### src/tvpc_pkg.sv
// ----------------------------------------------------------------------------
// tvpc_pkg: shared definitions for the typed value prefix comparator
// Holds the type, operator and outcome codes, and the pipeline stage words.
// ----------------------------------------------------------------------------
`default_nettype none

package tvpc_pkg;

   localparam int CmdW    = 3;
   localparam int TypeW   = 4;
   localparam int HalfW   = 64;
   localparam int AddrW   = 128;
   localparam int PfxW    = 8;
   localparam int OutW    = 2;

   localparam logic [PfxW-1:0] V4_BITS = 8'd32;
   localparam logic [PfxW-1:0] V6_BITS = 8'd128;

   // Value type codes.
   localparam logic [TypeW-1:0] T_BYTE   = 4'd0;
   localparam logic [TypeW-1:0] T_SHORT  = 4'd1;
   localparam logic [TypeW-1:0] T_DATE   = 4'd2;
   localparam logic [TypeW-1:0] T_U32    = 4'd3;
   localparam logic [TypeW-1:0] T_S32    = 4'd4;
   localparam logic [TypeW-1:0] T_U64    = 4'd5;
   localparam logic [TypeW-1:0] T_ETHER  = 4'd6;
   localparam logic [TypeW-1:0] T_IFID   = 4'd7;
   localparam logic [TypeW-1:0] T_IP4    = 4'd8;
   localparam logic [TypeW-1:0] T_IP4PFX = 4'd9;
   localparam logic [TypeW-1:0] T_IP6    = 4'd10;
   localparam logic [TypeW-1:0] T_IP6PFX = 4'd11;

   // Operator codes.
   localparam logic [CmdW-1:0] OP_EQ = 3'd0;
   localparam logic [CmdW-1:0] OP_NE = 3'd1;
   localparam logic [CmdW-1:0] OP_LT = 3'd2;
   localparam logic [CmdW-1:0] OP_GT = 3'd3;
   localparam logic [CmdW-1:0] OP_LE = 3'd4;
   localparam logic [CmdW-1:0] OP_GE = 3'd5;

   // Outcome codes.
   localparam logic [OutW-1:0] OUT_FALSE = 2'd0;
   localparam logic [OutW-1:0] OUT_TRUE  = 2'd1;
   localparam logic [OutW-1:0] OUT_ERROR = 2'd2;

   // Word held after decode.
   typedef struct packed {
      logic [CmdW-1:0]  op;
      logic             err;
      logic             pfx;
      logic             len_eq;
      logic             a_shorter;
      logic [PfxW-1:0]  common;
      logic [AddrW-1:0] a_val;
      logic [AddrW-1:0] b_val;
   } s1_word_type;

   // Word held after the partial compares.
   typedef struct packed {
      logic [CmdW-1:0] op;
      logic            err;
      logic            pfx;
      logic            len_eq;
      logic            a_shorter;
      logic            eq_hi;
      logic            eq_lo;
      logic            lt_hi;
      logic            lt_lo;
      logic            lead_ok;
   } s2_word_type;

endpackage

`default_nettype wire

### src/typed_value_prefix_compare.sv
// ----------------------------------------------------------------------------
// typed_value_prefix_compare: typed scalar and address prefix comparator
// Three-stage pipeline: type decode, split compares, outcome selection.
// ----------------------------------------------------------------------------
// Usage: a word on the req_ channel carries an operator and two typed values
// with their prefix lengths. For every accepted word exactly one word leaves
// on the rsp_ channel with outcome false, true or error, in order.
// A word is taken when req_valid is high and req_stall is low; a result is
// taken when rsp_valid is high and rsp_stall is low.
// rsp_valid rises once the word has passed the decode and compare registers
// into the output register. One word is accepted every cycle while req_stall is low;
// each of the three register stages, decode, the 64-bit half compares with
// the prefix mask, and the output register, holds one word.
// When the receiver stalls, the output register holds its word and the
// stages behind it keep filling; req_stall rises only once all three stages
// hold a word. Reset empties the pipeline; no word is lost or repeated
// across a stall.
// ----------------------------------------------------------------------------
`default_nettype none

module typed_value_prefix_compare (
   input  wire logic                        clock,
   input  wire logic                        reset,
   input  wire logic                        req_valid,
   output logic                             req_stall,
   input  wire logic [tvpc_pkg::CmdW-1:0]   req_command,
   input  wire logic [tvpc_pkg::TypeW-1:0]  req_a_type,
   input  wire logic [tvpc_pkg::HalfW-1:0]  req_a_value_high,
   input  wire logic [tvpc_pkg::HalfW-1:0]  req_a_value_low,
   input  wire logic [tvpc_pkg::PfxW-1:0]   req_a_prefix_length,
   input  wire logic [tvpc_pkg::TypeW-1:0]  req_b_type,
   input  wire logic [tvpc_pkg::HalfW-1:0]  req_b_value_high,
   input  wire logic [tvpc_pkg::HalfW-1:0]  req_b_value_low,
   input  wire logic [tvpc_pkg::PfxW-1:0]   req_b_prefix_length,
   output logic                             rsp_valid,
   input  wire logic                        rsp_stall,
   output logic [tvpc_pkg::OutW-1:0]        rsp_outcome
);
   import tvpc_pkg::*;

   logic             s1_valid_ff, s1_valid_in;
   s1_word_type      s1_ff, s1_in;
   logic             s2_valid_ff, s2_valid_in;
   s2_word_type      s2_ff, s2_in;
   logic             rsp_valid_ff, rsp_valid_in;
   logic [OutW-1:0]  rsp_outcome_ff, rsp_outcome_in;

   logic en1, en2, en3;

   // A stage advances when it is empty or the stage after it advances.
   assign en3       = !rsp_valid_ff || !rsp_stall;
   assign en2       = !s2_valid_ff || en3;
   assign en1       = !s1_valid_ff || en2;
   assign req_stall = !en1;

   // ---------------- Stage 1: type decode ----------------
   logic [PfxW-1:0]  a_len, b_len;
   logic [AddrW-1:0] a_scal, b_scal;

   function automatic logic [AddrW-1:0] scalar_value(
      input logic [TypeW-1:0] t, input logic [HalfW-1:0] hi, input logic [HalfW-1:0] lo);
      logic [AddrW-1:0] v;
      v = '0;
      case (t) inside
         T_BYTE:                 v[7:0]  = lo[7:0];
         T_SHORT:                v[15:0] = lo[15:0];
         T_DATE, T_U32, T_IP4:   v[31:0] = lo[31:0];
         // Flipping the sign bit turns signed order into unsigned order.
         T_S32:                  v[31:0] = {~lo[31], lo[30:0]};
         T_U64, T_IFID:          v[63:0] = lo;
         T_ETHER:                v[47:0] = lo[47:0];
         T_IP6:                  v       = {hi, lo};
         default:                v       = '0;
      endcase
      return v;
   endfunction

   always_comb begin
      s1_in           = '0;
      s1_in.op        = req_command;
      a_len           = req_a_prefix_length;
      b_len           = req_b_prefix_length;
      a_scal          = scalar_value(req_a_type, req_a_value_high, req_a_value_low);
      b_scal          = scalar_value(req_b_type, req_b_value_high, req_b_value_low);
      if (req_a_type == T_IP4PFX || req_b_type == T_IP4PFX) begin
         // IPv4 is placed at the top of the word so the prefix mask is shared.
         s1_in.pfx   = 1'b1;
         if (req_a_type == T_IP4) a_len = V4_BITS;
         if (req_b_type == T_IP4) b_len = V4_BITS;
         s1_in.err   = !((req_a_type == T_IP4 || req_a_type == T_IP4PFX) &&
                         (req_b_type == T_IP4 || req_b_type == T_IP4PFX)) ||
                       a_len > V4_BITS || b_len > V4_BITS;
         s1_in.a_val = {req_a_value_low[31:0], 96'd0};
         s1_in.b_val = {req_b_value_low[31:0], 96'd0};
      end else if (req_a_type == T_IP6PFX || req_b_type == T_IP6PFX) begin
         s1_in.pfx   = 1'b1;
         if (req_a_type == T_IP6) a_len = V6_BITS;
         if (req_b_type == T_IP6) b_len = V6_BITS;
         s1_in.err   = !((req_a_type == T_IP6 || req_a_type == T_IP6PFX) &&
                         (req_b_type == T_IP6 || req_b_type == T_IP6PFX)) ||
                       a_len > V6_BITS || b_len > V6_BITS;
         s1_in.a_val = {req_a_value_high, req_a_value_low};
         s1_in.b_val = {req_b_value_high, req_b_value_low};
      end else begin
         s1_in.pfx   = 1'b0;
         s1_in.err   = (req_a_type != req_b_type) || (req_a_type > T_IP6PFX);
         s1_in.a_val = a_scal;
         s1_in.b_val = b_scal;
      end
      s1_in.len_eq    = (a_len == b_len);
      s1_in.a_shorter = (a_len < b_len);
      s1_in.common    = (a_len < b_len) ? a_len : b_len;
   end

   assign s1_valid_in = en1 ? req_valid : s1_valid_ff;

   // ---------------- Stage 2: split compares and prefix match ----------------
   logic [AddrW-1:0] lead_mask;
   logic [AddrW-1:0] diff;

   always_comb begin
      lead_mask       = ~({AddrW{1'b1}} >> s1_ff.common);
      diff            = s1_ff.a_val ^ s1_ff.b_val;
      s2_in.op        = s1_ff.op;
      s2_in.err       = s1_ff.err;
      s2_in.pfx       = s1_ff.pfx;
      s2_in.len_eq    = s1_ff.len_eq;
      s2_in.a_shorter = s1_ff.a_shorter;
      s2_in.eq_hi     = s1_ff.a_val[AddrW-1:HalfW] == s1_ff.b_val[AddrW-1:HalfW];
      s2_in.eq_lo     = s1_ff.a_val[HalfW-1:0] == s1_ff.b_val[HalfW-1:0];
      s2_in.lt_hi     = s1_ff.a_val[AddrW-1:HalfW] < s1_ff.b_val[AddrW-1:HalfW];
      s2_in.lt_lo     = s1_ff.a_val[HalfW-1:0] < s1_ff.b_val[HalfW-1:0];
      s2_in.lead_ok   = ~|(diff & lead_mask);
   end

   assign s2_valid_in = en2 ? s1_valid_ff : s2_valid_ff;

   // ---------------- Stage 3: outcome selection ----------------
   logic same, less, hit;

   always_comb begin
      same = s2_ff.eq_hi && s2_ff.eq_lo;
      less = s2_ff.lt_hi || (s2_ff.eq_hi && s2_ff.lt_lo);
      hit  = 1'b0;
      if (s2_ff.pfx) begin
         if (s2_ff.len_eq) begin
            hit = same && (s2_ff.op == OP_EQ || s2_ff.op == OP_LE || s2_ff.op == OP_GE);
         end else begin
            case (s2_ff.op) inside
               OP_EQ:        hit = 1'b0;
               OP_NE:        hit = 1'b1;
               OP_LT, OP_LE: hit = !s2_ff.a_shorter && s2_ff.lead_ok;
               OP_GT, OP_GE: hit = s2_ff.a_shorter && s2_ff.lead_ok;
               default:      hit = 1'b0;
            endcase
         end
      end else begin
         case (s2_ff.op)
            OP_EQ:   hit = same;
            OP_NE:   hit = !same;
            OP_LT:   hit = less;
            OP_GT:   hit = !less && !same;
            OP_LE:   hit = less || same;
            OP_GE:   hit = !less;
            default: hit = 1'b0;
         endcase
      end
      if (s2_ff.err) rsp_outcome_in = OUT_ERROR;
      else           rsp_outcome_in = hit ? OUT_TRUE : OUT_FALSE;
   end

   assign rsp_valid_in = en3 ? s2_valid_ff : rsp_valid_ff;

   // ---------------- Registers ----------------
   always_ff @(posedge clock) begin
      if (reset) begin
         s1_valid_ff  <= 1'b0;
         s2_valid_ff  <= 1'b0;
         rsp_valid_ff <= 1'b0;
      end else begin
         s1_valid_ff  <= s1_valid_in;
         s2_valid_ff  <= s2_valid_in;
         rsp_valid_ff <= rsp_valid_in;
      end
   end

   always_ff @(posedge clock) begin
      if (en1) s1_ff          <= s1_in;
      if (en2) s2_ff          <= s2_in;
      if (en3) rsp_outcome_ff <= rsp_outcome_in;
   end

   assign rsp_valid   = rsp_valid_ff;
   assign rsp_outcome = rsp_outcome_ff;

   // ---------------- Assertions ----------------
   a_outcome_code: assert property (@(posedge clock) disable iff (reset)
      rsp_valid |-> (rsp_outcome == OUT_FALSE || rsp_outcome == OUT_TRUE ||
                     rsp_outcome == OUT_ERROR))
      else $error("result word carries an unused outcome code");

   a_stall_only_full: assert property (@(posedge clock) disable iff (reset)
      req_stall |-> (s1_valid_ff && s2_valid_ff && rsp_valid_ff))
      else $error("input stalled while a pipeline stage is empty");

   a_error_passes: assert property (@(posedge clock) disable iff (reset)
      (s2_valid_ff && en3 && s2_ff.err) |=> (rsp_valid && rsp_outcome == OUT_ERROR))
      else $error("error flag lost in the last stage");

   a_pfx_eq_len_ne: assert property (@(posedge clock) disable iff (reset)
      (s2_valid_ff && en3 && !s2_ff.err && s2_ff.pfx && s2_ff.len_eq &&
       s2_ff.op == OP_NE) |=> (rsp_outcome == OUT_FALSE))
      else $error("prefix ne with equal lengths must be false");

endmodule

`default_nettype wire
### config.mk
export PLATFORM = sky130hd
export DESIGN_NAME = typed_value_prefix_compare
export DESIGN_NICKNAME = d
export VERILOG_FILES = /design/src/tvpc_pkg.sv /design/src/typed_value_prefix_compare.sv
export SDC_FILE = /design/constraint.sdc
export NUM_CORES = 1
export LEC_CHECK = 0
export ABC_CLOCK_PERIOD_IN_PS = 13500
export BUFFER_PORTS_ARGS = -buffer_cell sky130_fd_sc_hd__buf_2
export CAP_MARGIN = 0
export CORE_MARGIN = 2
export CORE_UTILIZATION = 35
export DETAILED_ROUTE_END_ITERATION = 12
export GPL_TIMING_DRIVEN = 0
export SLEW_MARGIN = 20
export SYNTH_ARGS = -nofsm -noshare
export SYNTH_HDL_FRONTEND = slang
export SYNTH_SLANG_ARGS = --single-unit
### constraint.sdc
create_clock -name clock -period 13.5 [get_ports clock]
set_clock_uncertainty 0.15 [all_clocks]
set_input_delay 2.7 -clock clock [delete_from_list [all_inputs] [get_ports clock]]
set_output_delay 2.7 -clock clock [all_outputs]
set_load 0.02 [all_outputs]
Yosys cells after proc, flatten, opt, wreduce, memory -nomap -nowiden
Cells that the tools add are included.
{"block": "totals", "in_bits": 287, "output_inout_bits": 4, "regBits": 288, "wordCells": 227}
{"block": "classes", "eq_ne": 31, "n_mux": 111, "n_reduce_logical": 47, "n_lt_le_gt_ge": 8, "bitwise_logic": 5, "n_shift": 1}
{"op": "$mux 64", "count": 14}
{"op": "$mux 16", "count": 42}
{"op": "$mux 256", "count": 2}
{"op": "$mux 8", "count": 43}
{"op": "$and 128x128->128", "count": 1}
{"op": "$eq 64x64->1", "count": 2}
{"op": "$lt 64x64->1", "count": 2}
{"op": "$not 128->128", "count": 1}
{"op": "$reduce_or 128->1", "count": 1}
{"op": "$shr 128x8->128 const A", "count": 1}
{"op": "$xor 128x128->128", "count": 1}
{"op": "$eq 4x3->1 const B", "count": 8}
{"op": "$eq 4x4->1 const B", "count": 8}
{"op": "$logic_or 1x1->1", "count": 18}
{"op": "$eq 4x2->1 const B", "count": 4}
{"op": "$gt 8x6->1 const B", "count": 2}
{"op": "$gt 8x8->1 const B", "count": 2}
{"op": "$logic_not 1->1", "count": 11}
{"op": "$eq 4x1->1 const B", "count": 2}
{"op": "$eq 8x8->1", "count": 1}
{"op": "$logic_and 1x1->1", "count": 8}
{"op": "$logic_not 4->1", "count": 2}
{"op": "$lt 8x8->1", "count": 1}
{"op": "$reduce_or 2->1", "count": 4}
{"op": "11 further kinds", "count": 22}

Logic depth before layout (Yosys ltp)
Gate-level depths: netlist of the first run.
{"block": "depth", "word_depth": 10, "depth_mapped": 17, "depth_no_buf": 15}

Worst setup path after synthesis of the first run
Ideal clock, no wire load.
{"block": "synth_path", "path_type": "input-to-output", "from": "input rsp_stall", "to": "output req_stall", "path_slack_ns": 0.904, "path_stages": 3, "n_path_buf": 0, "arrival_ns": 9.746, "required_time_ns": 10.650, "path_cell_list": "and3_1 nand2_1 inv_1"}
{"block": "synth_between", "elab_chain_cells": 5}
{"item": "from (decl)", "line": "typed_value_prefix_compare.sv:36", "text": "input wire logic rsp_stall,"}
{"item": "$logic_not 1->1", "line": "typed_value_prefix_compare.sv:51", "text": "assign en3 = !rsp_valid_ff || !rsp_stall;"}
{"item": "$logic_or 1x1->1", "line": "typed_value_prefix_compare.sv:51"}
{"item": "$logic_or 1x1->1", "line": "typed_value_prefix_compare.sv:52", "text": "assign en2 = !s2_valid_ff || en3;"}
{"item": "$logic_or 1x1->1", "line": "typed_value_prefix_compare.sv:53", "text": "assign en1 = !s1_valid_ff || en2;"}
{"item": "$logic_not 1->1", "line": "typed_value_prefix_compare.sv:54", "text": "assign req_stall = !en1;"}
{"item": "to (decl)", "line": "typed_value_prefix_compare.sv:25", "text": "output logic req_stall,"}
Every way passes these cells.

Worst setup path in the final report of the first run
Same ends and word-level chain as after synthesis.

==> results of run 1 <==
registers in the layout, indices dropped and copies added, names as in the netlist:
signal,cells
rsp_outcome,2
s1_ff,271
s1_valid_ff,1
s2_valid_ff,1
s2_ff,12
rsp_valid,1
worst max-delay path: stages:
cell and delay [ps]:
sky130_fd_sc_hd__buf_2 100, sky130_fd_sc_hd__and3_1 270, sky130_fd_sc_hd__nand2_4 170, sky130_fd_sc_hd__inv_1 100, sky130_fd_sc_hd__buf_2 160
logic make-up (layout without fill, tap and decap cells):
| logic type | Yosys count | after routing | synth area share (%) |
|---|---|---|---|
| XOR/XNOR | 5 | 5 | 0.2625 |
| multiplexers | 1 | 1 | 0.06747 |
| AO/OA/AOI/OAI | 397 | 397 | 16.61 |
| buffers and inverters | 214 | 571 | 5.458 |
| AND/OR/NAND/NOR | 465 | 465 | 15.65 |
| flip-flops | 288 | 288 | 51.64 |
| adder cells (fa/ha/maj) | 138 | 138 | 10.32 |
worst paths after layout:
kind	endpoint	slack [ps]	cells after the start
hold reg to reg	s2_ff[5]	280	0
hold / removal	s2_ff[5]	280	0
setup / recovery	req_stall	7150	5
setup reg to reg	s2_ff[3]	9740	6
area by class of cell:
| type | count | share of cell area [%] |
|---|---|---|
| tap | 615 | 3.793 |
| clock buffer | 44 | 4.798 |
| buffer | 62 | 1.677 |
| inverter | 152 | 2.812 |
| clock inverter | 21 | 1.363 |
| timing repair buffer | 292 | 7.758 |
| multi-input combinational | 1006 | 35.32 |
| sequential | 288 | 42.48 |
cells in the mapped netlist, types with 7 or more instances:
master and number:
sky130_fd_sc_hd__nor2b_1 11, sky130_fd_sc_hd__ha_1 136, sky130_fd_sc_hd__and2_1 192, sky130_fd_sc_hd__buf_2 23, sky130_fd_sc_hd__nand2_1 64, sky130_fd_sc_hd__o21ai_1 7, sky130_fd_sc_hd__a22o_1 64, sky130_fd_sc_hd__edfxtp_1 285
sky130_fd_sc_hd__a31oi_1 15, sky130_fd_sc_hd__inv_1 149, sky130_fd_sc_hd__o2111ai_1 7, sky130_fd_sc_hd__nand3_1 21, sky130_fd_sc_hd__o22ai_1 13, sky130_fd_sc_hd__buf_6 7, sky130_fd_sc_hd__a21oi_1 104, sky130_fd_sc_hd__a211oi_1 14
sky130_fd_sc_hd__buf_4 7, sky130_fd_sc_hd__a22oi_1 8, sky130_fd_sc_hd__nand2b_1 16, sky130_fd_sc_hd__nand4_1 32, sky130_fd_sc_hd__a21o_1 54, sky130_fd_sc_hd__nor3_1 22, sky130_fd_sc_hd__clkbuf_1 25, sky130_fd_sc_hd__nor2_1 67
sky130_fd_sc_hd__o21ai_0 54
per-layer routing:
| metal | share of wire (%) | global-route usage, % |
|---|---|---|
| met5 | 0.024 | 0 |
| met4 | 2.8 | 7.188 |
| met2 | 47 | 35.85 |
| met1 | 43 | 28.13 |
| met3 | 7.2 | 3.584 |
report_power, final:
group / total (mW) / internal [mW] / switching (mW)
combinational: 0.549 / 0.211 / 0.338
clock: 1.01 / 0.631 / 0.383
sequential: 1.07 / 1.05 / 0.0219
through the flow:
step	utilization (%)	hold slack [ps]	cell area [um2]	total power, mW
2_1_floorplan	-	250.3	16690	1.406
3_3_place_gp	39.82	255.3	18890	1.622
3_5_place_dp	40.13	260.3	19040	1.628
4_1_cts	42.76	285.6	20290	2.645
5_1_grt	42.76	295.5	20290	2.738
6_report	42.76	281.8	20290	2.634
==> results by stage, run 1 <==
Outcome:
- The run finished with clean final reports.

Floorplan:
- Once the floorplan was initialized, standard cells occupied 35.17% of the core.
- The floorplan step defined a die boundary enclosing 49440 um2.
- The initialized floorplan defines 80 standard-cell rows.
- After floorplanning, the core was sized to cover 47450 um2.
- The overall die height is 222.4 um.
- In this run the count of I/O pins placed on the die edge is 291.
- In this run the horizontal extent of the chip is 222.4 um.

GRT:
- The maximum number of pins on one net before global-route repair is 61.
- The via count of the first global-routing pass was 13060.
- The number of antenna violations at the first check in global routing is 1.
- The leftover overflow at the end of global routing is 0.
- The overall routing resource usage is 21.39%.
- The first global-routing pass estimated 78960 um of wire.

CTS:
- After clock tree synthesis, the flow added hold-fix buffers numbering 0.
- TritonCTS built the clock tree.
- The number of buffers added by the clock tree synthesis step is 36.
- The clock insertion delay at the later pin of the skew report is 530 ps.
- The buffer type at the clock tree root is sky130_fd_sc_hd__clkbuf_16.
- The number of buffers on the longest clock path is 3.
- After clock tree synthesis, the clock-pin slew on the worst setup and hold paths is 60 ps.
- The number of clock sinks is 288.
- The post-cts repair resize count is 0.
- Buffers added to address setup during post-CTS repair amount to 0.
- The number of H-tree levels is 2.

STA:
- The final hold violation count is 0.
- Based on the critical path, the design can be clocked at up to 157.4 MHz.
- The final critical-path share of the clock period is 47.06%.
- The worst-case setup margin in the final layout is 7147 ps.
- Setup repair after global routing left no endpoint under its margin.
- The final number of max-transition violations came to 0.
- The final critical delay including setup and external delays is 6353 ps.
- For the pin with the worst max-slew slack, the measured transition is 1108 ps.
- After routing, the total negative slack on setup checks comes to 0 ps.
- Setup violations remaining at the end of the flow were counted as 0.
- Headroom to the max-slew limit came out at 25.10%.

Job:
- Max-cap violations in this run came to 0.

Drt:
- The detailed router finished its first iteration with 1188 violations.
- After detailed routing, the total wire length is 53830 um.
- The routed wirelength normalized by instance count is 21.70 um.
- For this block, the via count after detailed routing is 13260.
- The first detailed-routing pass ran for 6 iterations.
- The remaining routing DRC violations is 0.
- Dividing the detail-routed via count by the number of cells gives 5.345.
- The count of nets left with antenna violations after detail routing is 0.

Final layout:
- The post-route netlist has 22.31% of its cells at a drive strength greater than 1.
- The flip-flop and latch area is 8618 um2.
- Leaving out fill and tap cells, the most frequent cells in the layout are sky130_fd_sc_hd__buf_2 (310), sky130_fd_sc_hd__edfxtp_1 (285), sky130_fd_sc_hd__and2_1 (192).
- Summing all multi-input logic gate instances after layout gives 7167 um2.
- At the end of the flow, the number of nets in the layout was 2261.
- The number of filler cells placed in the layout is 4558.
- Leaving out fill and tap cells, the most frequent cell in the layout is sky130_fd_sc_hd__buf_2.
- The number of diodes is 0.
- The post-synthesis to final-layout area growth is 21.58%.
- The number of standard cells in the layout, taps in and fillers out is 2480.

Power:
- The leakage power is 9.004 nW.
- VDD sags by at most 0.08103 mV.
- Power spread over the standard cell area amounts to 129.8 nW/um2.

Worst setup path:
- At the worst endpoint, the required time is 10650 ps.
- The type of the worst setup path is in -> out.
- The worst setup path is captured at an output port.
- STA classifies the critical path startpoint as a primary input.
- The timing startpoint of the critical path is rsp_stall.
- Data on the critical path arrives at its endpoint at 3500 ps.
- The launching point of the worst reg2reg path is s1_ff[189].
- The largest fanout of any net on the critical path is 9.

Hold path:
- The classification of the worst-slack hold path is reg -> reg.
- In this run the most critical hold path is launched from s1_ff[264].

Place:
- The number of port buffers is 287.
- The HPWL after detailed placement is 42370 um.
- Routability-driven placement finished with a final weighted congestion of 0.9082.
- The setup slack after placement is 7029 ps.
- After detailed placement, the design holds a cell count of 2415.

Synth:
- The most instantiated flip-flop cell in the synthesis netlist is sky130_fd_sc_hd__edfxtp_1.
- The number of enable flip-flop cells after synthesis is 285.
- The number of instances in the synthesized netlist is 1508.
- The net count after synthesis is 1931.
- Sequential elements use 51.64% of the synthesized area.
- The mean cell area of the mapped netlist is 11.07 um2.
- The synthesized design spends more area on one cell type than any other, namely sky130_fd_sc_hd__edfxtp_1.
- In this run, synthesis produced a sequential element count of 288.
- By area the synthesized netlist is led by sky130_fd_sc_hd__edfxtp_1 (51%), sky130_fd_sc_hd__ha_1 (10%), sky130_fd_sc_hd__and2_1 (7.2%).
- The cell area that synthesis handed to floorplanning was 16690 um2.
- The fraction of synthesis flops using an asynchronous set or reset pin is 0%.
- The number of unique standard cell types used by synthesis is 76.
- The synthesized design devotes to its leading area cell type 51.28% of total area.
- The number of warnings issued by yosys is 0.
(Power assumes the default switching activity.)
==> run 2, diff against run 1 <==
--- a/config.mk
+++ b/config.mk
@@ -5,7 +5,8 @@
 export SDC_FILE = /design/constraint.sdc
 export NUM_CORES = 1
 export LEC_CHECK = 0
-export ABC_CLOCK_PERIOD_IN_PS = 13500
+export ABC_AREA = 1
+export ABC_CLOCK_PERIOD_IN_PS = 6300
 export BUFFER_PORTS_ARGS = -buffer_cell sky130_fd_sc_hd__buf_2
 export CAP_MARGIN = 0
 export CORE_MARGIN = 2
==> constraint.sdc (replaced) <==
create_clock -name clock -period 6.3 [get_ports clock]
set_clock_uncertainty 0.15 [all_clocks]
set_input_delay 1.26 -clock clock [delete_from_list [all_inputs] [get_ports clock]]
set_output_delay 1.26 -clock clock [all_outputs]
set_load 0.02 [all_outputs]
==> results by stage, run 2 <==
Drt:
- The routed wirelength normalized by instance count is 19.54 um (-10%).
- The wire length reported by the detailed router is 61430 um (+14%).
- After detailed routing, no signal wire sits above met4.
- The initial DRC count is 1113 (-6.3%).
- The amount of wire on met3 after detailed routing is 3926 um (+1.8%).
- The remaining routing DRC violations is 0 (unchanged).
- The count of nets left with antenna violations after detail routing is 0 (unchanged).
- The routed via count divided by cell count is 4.920 (-7.9%).
- The total via count after detailed routing is 15470 (+17%).
- The count of TritonRoute iterations in the first routing pass is 5 (-1).
- The met2 wire length was 28780 um (+13%).
- The wire length the detailed router placed on met1 is 26590 um (+16%).

Floorplan:
- The site row count came to 82 (+2.5%).
- The overall die height is 229.1 um (+3.0%).
- The area of the core region is 50070 um2 (+5.5%).
- The chip width is 229.1 um (+3.0%).
- The number of top-level pins was 291 (unchanged).
- The die area is 52480 um2 (+6.1%).
- The initial core utilization is 35.42% (+0.24 points).

Synth:
- The netlist area before placement came to 17730 um2 (+6.3%).
- The number of unique standard cell types used by synthesis is 43 (-43%).
- The fraction of synthesis flops using an asynchronous set or reset pin is 0% (unchanged).
- The share of the synthesized area in the top cell type was 48.26% (-3.0 points).
- The most used flip-flop cell after synthesis is sky130_fd_sc_hd__edfxtp_1.
- After synthesis, the cell types taking the most area are sky130_fd_sc_hd__edfxtp_1 (48%), sky130_fd_sc_hd__nand2_1 (10%), sky130_fd_sc_hd__ha_1 (9.6%).
- The number of enable flip-flop cells after synthesis is 285 (unchanged).
- The fraction of the yosys area taken by sequential cells is 48.60% (-3.0 points).
- The number of instances in the synthesized netlist is 2117 (+40%).
- The mean cell area of the mapped netlist was 8.376 um2 (-24%).
- The net count after synthesis is 2540 (+32%).
- The leading area contributor after synthesis is sky130_fd_sc_hd__edfxtp_1.
- The post-synthesis register bit count is 288 (unchanged).
- The number of warnings issued by yosys is 0 (unchanged).
- In the synthesized netlist, the cells that appear most often are sky130_fd_sc_hd__nand2_1 (493), sky130_fd_sc_hd__inv_1 (357), sky130_fd_sc_hd__edfxtp_1 (285).
- Among all cell types in the netlist, the one instantiated most often is sky130_fd_sc_hd__nand2_1.

CTS:
- The TritonCTS clock tree is done.
- The post-CTS setup-driven buffer insertion count was 0 (unchanged).
- The post-cts repair resize count is 0 (unchanged).
- The number of buffers on the longest clock path came to 3 (unchanged).
- The buffer type at the clock tree root is sky130_fd_sc_hd__clkbuf_16.
- The clock insertion delay at the later pin of the skew report is 600 ps (+70 ps).
- The clock transition at the register clock pins on the worst setup and hold paths after CTS is 60 ps (about the same).
- The number of buffers added by the clock tree synthesis step was 31 (-14%).
- The number of clock sinks came to 288 (unchanged).
- The number of H-tree levels is 1 (-1).
- The number of buffers inserted by hold repair at cts is 0 (unchanged).

STA:
- Based on the critical path, the design can be clocked at up to 261.4 MHz.
- After layout, the worst path uses 60.73% of the clock period.
- Setup repair after global routing left no endpoint under its margin.
- The final number of max-transition violations is 0 (unchanged).
- The worst-case setup margin in the final layout came to 2474 ps (-4673 ps).
- The worst hold slack across all endpoints came to 267.8 ps (-13.99 ps).
- The final hold violation count is 0 (unchanged).
- The remaining max-slew budget at the tightest pin is 32.62% (+7.5 points).
- The worst path in the final design needs a cycle of 3826 ps, including I/O delays and setup.
- The actual slew at the worst max-slew pin was 1002 ps (-106.9 ps).
- The final setup violation count is 0 (unchanged).

GRT:
- The first-pass GRT wire length came to 91090 um (+15%).
- The number of antenna violations at the first check in global routing came to 0 (-1).
- The maximum number of pins on one net before global-route repair is 38 (-38%).
- The via count of the first global-routing pass came to 15520 (+19%).
- The overall routing resource usage is 22.98% (+1.6 points).
- The leftover overflow at the end of global routing is 0 (unchanged).

Place:
- The half-perimeter wire length of the detailed placement result is 50480 um (+19%).
- The number of port buffers is 289 (+0.70%).
- The cell area reported after detailed placement was 20220 um2 (+6.2%).
- The last weighted congestion value of the routability-driven placer is 0.9469 (+4.3%).
- The setup slack after placement is 1974 ps (-5056 ps).

Outcome:
- The run finished with clean final reports.

Worst setup path:
- Among the stages of the critical path, the cell type that occurs most often is sky130_fd_sc_hd__inv_1.
- The nature of the critical path startpoint is a primary input.
- Traced cell by cell, the critical path runs through buf_2 > nor2_1 > inv_1 > nor2_1 > inv_1 > nor2_1 > inv_1 > nand2_1 > inv_1 > nand2_1 > ha_1 > a21oi_1 > o21ai_0 > nand4_1 > nand3_1 > inv_1 > clkbuf_1 > o21ai_0.
- The slowest stage of the critical path is the sky130_fd_sc_hd__clkbuf_1 cell.
- The cell family contributing the most delay on the critical path is buffers and inverters.
- The endpoint arrival time on the critical path is 3970 ps (+470 ps).
- The type of the worst setup path is in -> reg.
- The delay of the slowest cell on the worst path is 320 ps (+50 ps).
- The worst setup path is captured at a register.
- The worst endpoint required time is 6450 ps (-4200 ps).
- The critical path buffer and inverter count was 7 (+4).
- The largest fanout of any net on the critical path came to 10 (+1).

Power:
- The leakage power is 10.71 nW (+19%).
- The sum of internal, switching and leakage power was 5.329 mW (+100%).
- The proportion of power drawn by combinational gates was 24.2% (+3.4 points).
- The power density of the placed cells was 251.7 nW/um2 (+94%).
- The internal power summed over all cells was 3.638 mW (+92%).
- The worst IR drop on VDD is 0.2070 mV (+160%).
- The register share of total power is 42.9% (+2.3 points).
- The clock network fraction of total power is 32.8% (-5.7 points).
- The switching part of the total is 31.73% (+3.5 points).
- The switching power is 1.691 mW (+130%).

Final layout:
- The most common cell after layout, fill and taps aside is sky130_fd_sc_hd__nand2_1.
- Leaving out fill and tap cells, the most frequent cells in the layout are sky130_fd_sc_hd__nand2_1 (492), sky130_fd_sc_hd__inv_1 (355), sky130_fd_sc_hd__buf_2 (323).
- The number of filler cells placed in the layout is 5153 (+13%).
- The proportion of layout cells with a drive suffix above 1 is 17.68% (-4.6 points).
- The number of flip-flops under the largest register name came to 271 (unchanged).
- The finished layout cell area was 21170 um2 (+4.3%).
- The number of diodes is 0 (unchanged).
- From synthesis to final layout, the design area changed by 19.39%.
- The number of nets in the final layout is 2870 (+27%).
- The register with the most flip-flops in the final layout is s1_ff.

Hold path:
- The path class of the tightest hold or removal check is reg -> reg.

Job:
- The count of max-cap constraint violations is 0 (unchanged).
[run 2: layout make-up]
type	count	area, um2	share of cell area (%)
multi-input combinational	1390	7368	34.80
clock buffer	46	852.1	4.025
sequential	288	8618	40.71
timing repair buffer	297	1607	7.589
tap	672	840.8	3.972
clock inverter	12	101.3	0.4787
buffer	69	387.9	1.832
inverter	370	1395	6.590
[run 2: final timing paths]
| path | startpoint | endpoint | slack [ps] | depth (start not counted) |
|---|---|---|---|---|
| min | s1_ff[267] | s2_ff[8] | 270 | 0 |
| max reg2reg | s1_ff[257] | s2_ff[0] | 3190 | 11 |
| min reg2reg | s1_ff[267] | s2_ff[8] | 270 | 0 |
| max | req_b_type[0] | s1_ff[262] | 2470 | 18 |
[run 2: cells by family (layout without fill, tap and decap cells)]
group / count (synthesis) / in the layout / synth area share [%]
compound gates: 256 / 256 / 7.959
flops: 288 / 288 / 48.60
xor+xnor: 2 / 2 / 0.09880
fa+ha+maj: 136 / 136 / 9.596
buf+inv: 439 / 794 / 10.02
simple gates: 996 / 996 / 23.72
[run 2: power groups by stage]
stage	combinational (mW)	sequential (mW)	clock [mW]
floorplan	0.756	2.31	0
global placement	1.27	2.32	0
detailed placement	1.28	2.33	0
CTS	1.29	2.29	1.78
global route	1.43	2.30	1.85
finish	1.29	2.29	1.75
[run 2: routing by layer]
metal,GRT usage [%],vias up
li1,-,7607
met1,30.06,7245
met2,38.89,525
met3,3.573,93
met4,7.528,0
met5,0,-
[run 2: per-stage QoR]
step                util (%)  setup TNS [ps]  instances
global route           42.28               0       3144
global placement       40.06         -519170       3078
CTS                    42.28               0       3144
floorplan                  -          -18300       2117
detailed placement     40.38               0       3086
finish                 42.28               0       3144
==> run 3, diff against run 2 <==
--- a/config.mk
+++ b/config.mk
@@ -6,7 +6,7 @@
 export NUM_CORES = 1
 export LEC_CHECK = 0
 export ABC_AREA = 1
-export ABC_CLOCK_PERIOD_IN_PS = 6300
+export ABC_CLOCK_PERIOD_IN_PS = 3300
 export BUFFER_PORTS_ARGS = -buffer_cell sky130_fd_sc_hd__buf_2
 export CAP_MARGIN = 0
 export CORE_MARGIN = 2
==> constraint.sdc (replaced) <==
create_clock -name clock -period 3.3 [get_ports clock]
set_clock_uncertainty 0.15 [all_clocks]
set_input_delay 0.66 -clock clock [delete_from_list [all_inputs] [get_ports clock]]
set_output_delay 0.66 -clock clock [all_outputs]
set_load 0.02 [all_outputs]
==> results by stage, run 3 (synthesis gave the netlist of run 2 again) <==
Outcome:
- The run finished with clean final reports.

Power:
- The leakage power is 10.71 nW (about the same).
- The power density of the placed cells is 480.9 nW/um2 (+91%).
- The worst IR drop on VDD is 0.3963 mV (+91%).
- The sum of internal, switching and leakage power is 10.18 mW (+91%).

STA:
- The final critical-path share of the clock period is 92.88%.
- The final number of max-transition violations came to 0 (unchanged).
- The final setup violation count is 0 (unchanged).
- Setup repair after global routing left no endpoint under its margin.
- The remaining max-slew budget at the tightest pin was 31.49% (-1.1 points).
- Counting I/O delays and the setup requirement, the final critical path takes 3065 ps.
- The timing-limited maximum frequency is 326.2 MHz.
- The final hold violation count is 0 (unchanged).
- The actual slew at the worst max-slew pin is 1018 ps (+16.78 ps).

Final layout:
- The number of standard cells in the layout, taps in and fillers out is 3143 (-0.032%).
- The number of flip-flops under the largest register name is 271 (unchanged).
- The proportion of layout cells with a drive suffix above 1 is 17.69% (about the same).
- The number of filler cells placed in the layout is 5153 (unchanged).
- The top cell types in the final layout, fill and taps aside, are sky130_fd_sc_hd__nand2_1 (492), sky130_fd_sc_hd__inv_1 (355), sky130_fd_sc_hd__buf_2 (323).
- The post-synthesis to final-layout area growth is 19.37% (about the same).
- The flip-flop and latch area is 8618 um2 (unchanged).
- The number of diodes was 0 (unchanged).
- The largest register by flop count is s1_ff.
- The library cell used most frequently in the layout, excluding fill and tap cells, is sky130_fd_sc_hd__nand2_1.
- The footprint of the multi-input gates is 7368 um2 (unchanged).
- The number of nets in the final layout was 2869 (-0.035%).

GRT:
- The maximum number of pins on one net before global-route repair is 38 (unchanged).
- In this run the most used layer during global routing was met2.
- The overall routing resource usage was 22.98% (unchanged).
- The number of antenna violations at the first check in global routing was 0 (unchanged).
- The leftover overflow at the end of global routing is 0 (unchanged).
- The met3 capacity usage during global routing was 3.573% (unchanged).
- The global routing usage on met1 is 30.06% (unchanged).
- The fraction of met2 tracks used by global routing is 38.89% (unchanged).
- The first-pass GRT wire length came to 91090 um (unchanged).
- The via count of the first global-routing pass came to 15520 (unchanged).

Worst setup path:
- The register-to-register setup slack is 240 ps (-2950 ps).
- The depth of the most critical reg-to-reg path came to 11 (unchanged).
- The largest fanout of any net on the critical path came to 15 (+5).
- The startpoint identified for the worst register-to-register timing path is s1_ff[257].
- The critical path endpoint category is a register.
- The type of the worst setup path is in -> reg.
- The worst register-to-register path ends at s2_ff[0].
- The nature of the critical path startpoint is a primary input.
- The endpoint arrival time on the critical path is 3200 ps (-770 ps).
- The worst endpoint required time is 3440 ps (-3010 ps).

CTS:
- The number of buffers added by the clock tree synthesis step is 31 (unchanged).
- The number of buffers on the longest clock path is 3 (unchanged).
- The number of buffers inserted by hold repair at cts came to 0 (unchanged).
- In this run the clock root is driven by a sky130_fd_sc_hd__clkbuf_16.
- The number of H-tree levels is 1 (unchanged).
- The TritonCTS clock tree is done.
- The number of clock sinks is 288 (unchanged).
- The clock transition at the register clock pins on the worst setup and hold paths after CTS came to 60 ps (about the same).
- The clock insertion delay at the later pin of the skew report is 590 ps (about the same).

Hold path:
- The worst hold path depth is 1 (+1).
- The startpoint identified for the worst hold timing path is req_command[2].
- The destination of the worst hold path is s1_ff[270].
- The classification of the worst-slack hold path is in -> reg.

Drt:
- The count of TritonRoute iterations in the first routing pass is 7 (+2).
- The routed wirelength normalized by instance count was 19.56 um (about the same).
- The total via count after detailed routing is 15520 (+0.30%).
- The count of nets left with antenna violations after detail routing is 0 (unchanged).
- The routed via count divided by cell count is 4.937 (+0.34%).
- The initial DRC count was 1105 (-0.72%).
- The remaining routing DRC violations is 0 (unchanged).
- The wire length reported by the detailed router is 61470 um (about the same).

Place:
- The number of port buffers is 289 (unchanged).
- The last weighted congestion value of the routability-driven placer came to 0.9469 (unchanged).
- The cell count after placement is 3086 (unchanged).
- The half-perimeter wire length of the detailed placement result was 50480 um (unchanged).

Job:
- The count of max-cap constraint violations is 0 (unchanged).

Floorplan:
- The chip width is 229.1 um (unchanged).
- The overall die height is 229.1 um (unchanged).
- The initial core utilization was 35.42% (unchanged).
- The die area is 52480 um2 (unchanged).
- The number of top-level pins is 291 (unchanged).
- The site row count is 82 (unchanged).
- The area of the core region is 50070 um2 (unchanged).
## run 3: changes by cell type in the layout (fill, tap and decap cells not counted), sizes merged
cell	change
clkbuf	-1
## run 3: power breakdown
part / switching, mW / internal, mW / leakage (nW)
sequential: 0.0884 / 4.28 / 3.39
combinational: 1.67 / 0.799 / 6.86
clock: 1.48 / 1.87 / 0.460
## run 3: cell type report
type | count | share of cell area, %
Buffer | 68 | 1.815
Clock buffer | 46 | 4.026
Clock inverter | 12 | 0.4788
Inverter | 370 | 6.591
Multi-Input combinational cell | 1390 | 34.81
Sequential cell | 288 | 40.72
Tap cell | 672 | 3.972
Timing Repair Buffer | 297 | 7.590
## run 3: through the flow
step	setup TNS, ps	utilization (%)	setup slack (ps)	hold WS [ps]	instance area, um2
2_1_floorplan	-668700	-	-2468	250.3	17770
3_3_place_gp	-1172620	40.06	-4350	252.7	20060
3_5_place_dp	-2879	40.38	-426.4	255.4	20220
4_1_cts	0	42.28	192.5	60.79	21170
5_1_grt	0	42.28	27.56	66.96	21170
6_report	0	42.28	234.8	85.65	21170
## run 3: worst max-delay path, stage by stage
cell	delay [ps]
sky130_fd_sc_hd__buf_2	150
sky130_fd_sc_hd__nor2_1	250
sky130_fd_sc_hd__inv_1	70
sky130_fd_sc_hd__nor2_1	140
sky130_fd_sc_hd__inv_1	80
sky130_fd_sc_hd__nor2_1	180
sky130_fd_sc_hd__inv_1	80
sky130_fd_sc_hd__nand2_1	100
sky130_fd_sc_hd__inv_1	90
sky130_fd_sc_hd__nand2_1	100
sky130_fd_sc_hd__ha_1	250
sky130_fd_sc_hd__a21oi_1	170
sky130_fd_sc_hd__o21ai_0	100
sky130_fd_sc_hd__nand4_1	80
sky130_fd_sc_hd__nand3_1	120
sky130_fd_sc_hd__inv_1	310
sky130_fd_sc_hd__o21ai_0	260
## run 3: what timing repair did
item                                    4_1_cts  5_1_grt
buffers inserted                              0        0
gates resized for setup                       0        0
endpoints found under the setup margin        0        7
## run 3: layer usage
layer,share of wire [%],vias up
met2,47,539
met1,44,7278
met4,3.6,0
met5,0,-
met3,6.2,99
li1,-,7601
## run 3: how the worst max path moves through the flow
| stage | start | endpoint | slack, ps | cells after the start |
|---|---|---|---|---|
| floorplan | rsp_stall | s1_ff[0] | -2470 | 5 |
| global placement | rsp_stall | s1_ff[34] | -4350 | 6 |
| detailed placement | req_b_type[0] | s1_ff[262] | -430 | 18 |
| CTS | req_b_type[0] | s1_ff[262] | 190 | 18 |
| global route | req_b_type[0] | s1_ff[262] | 30 | 17 |
| finish | req_b_type[0] | s1_ff[262] | 230 | 17 |
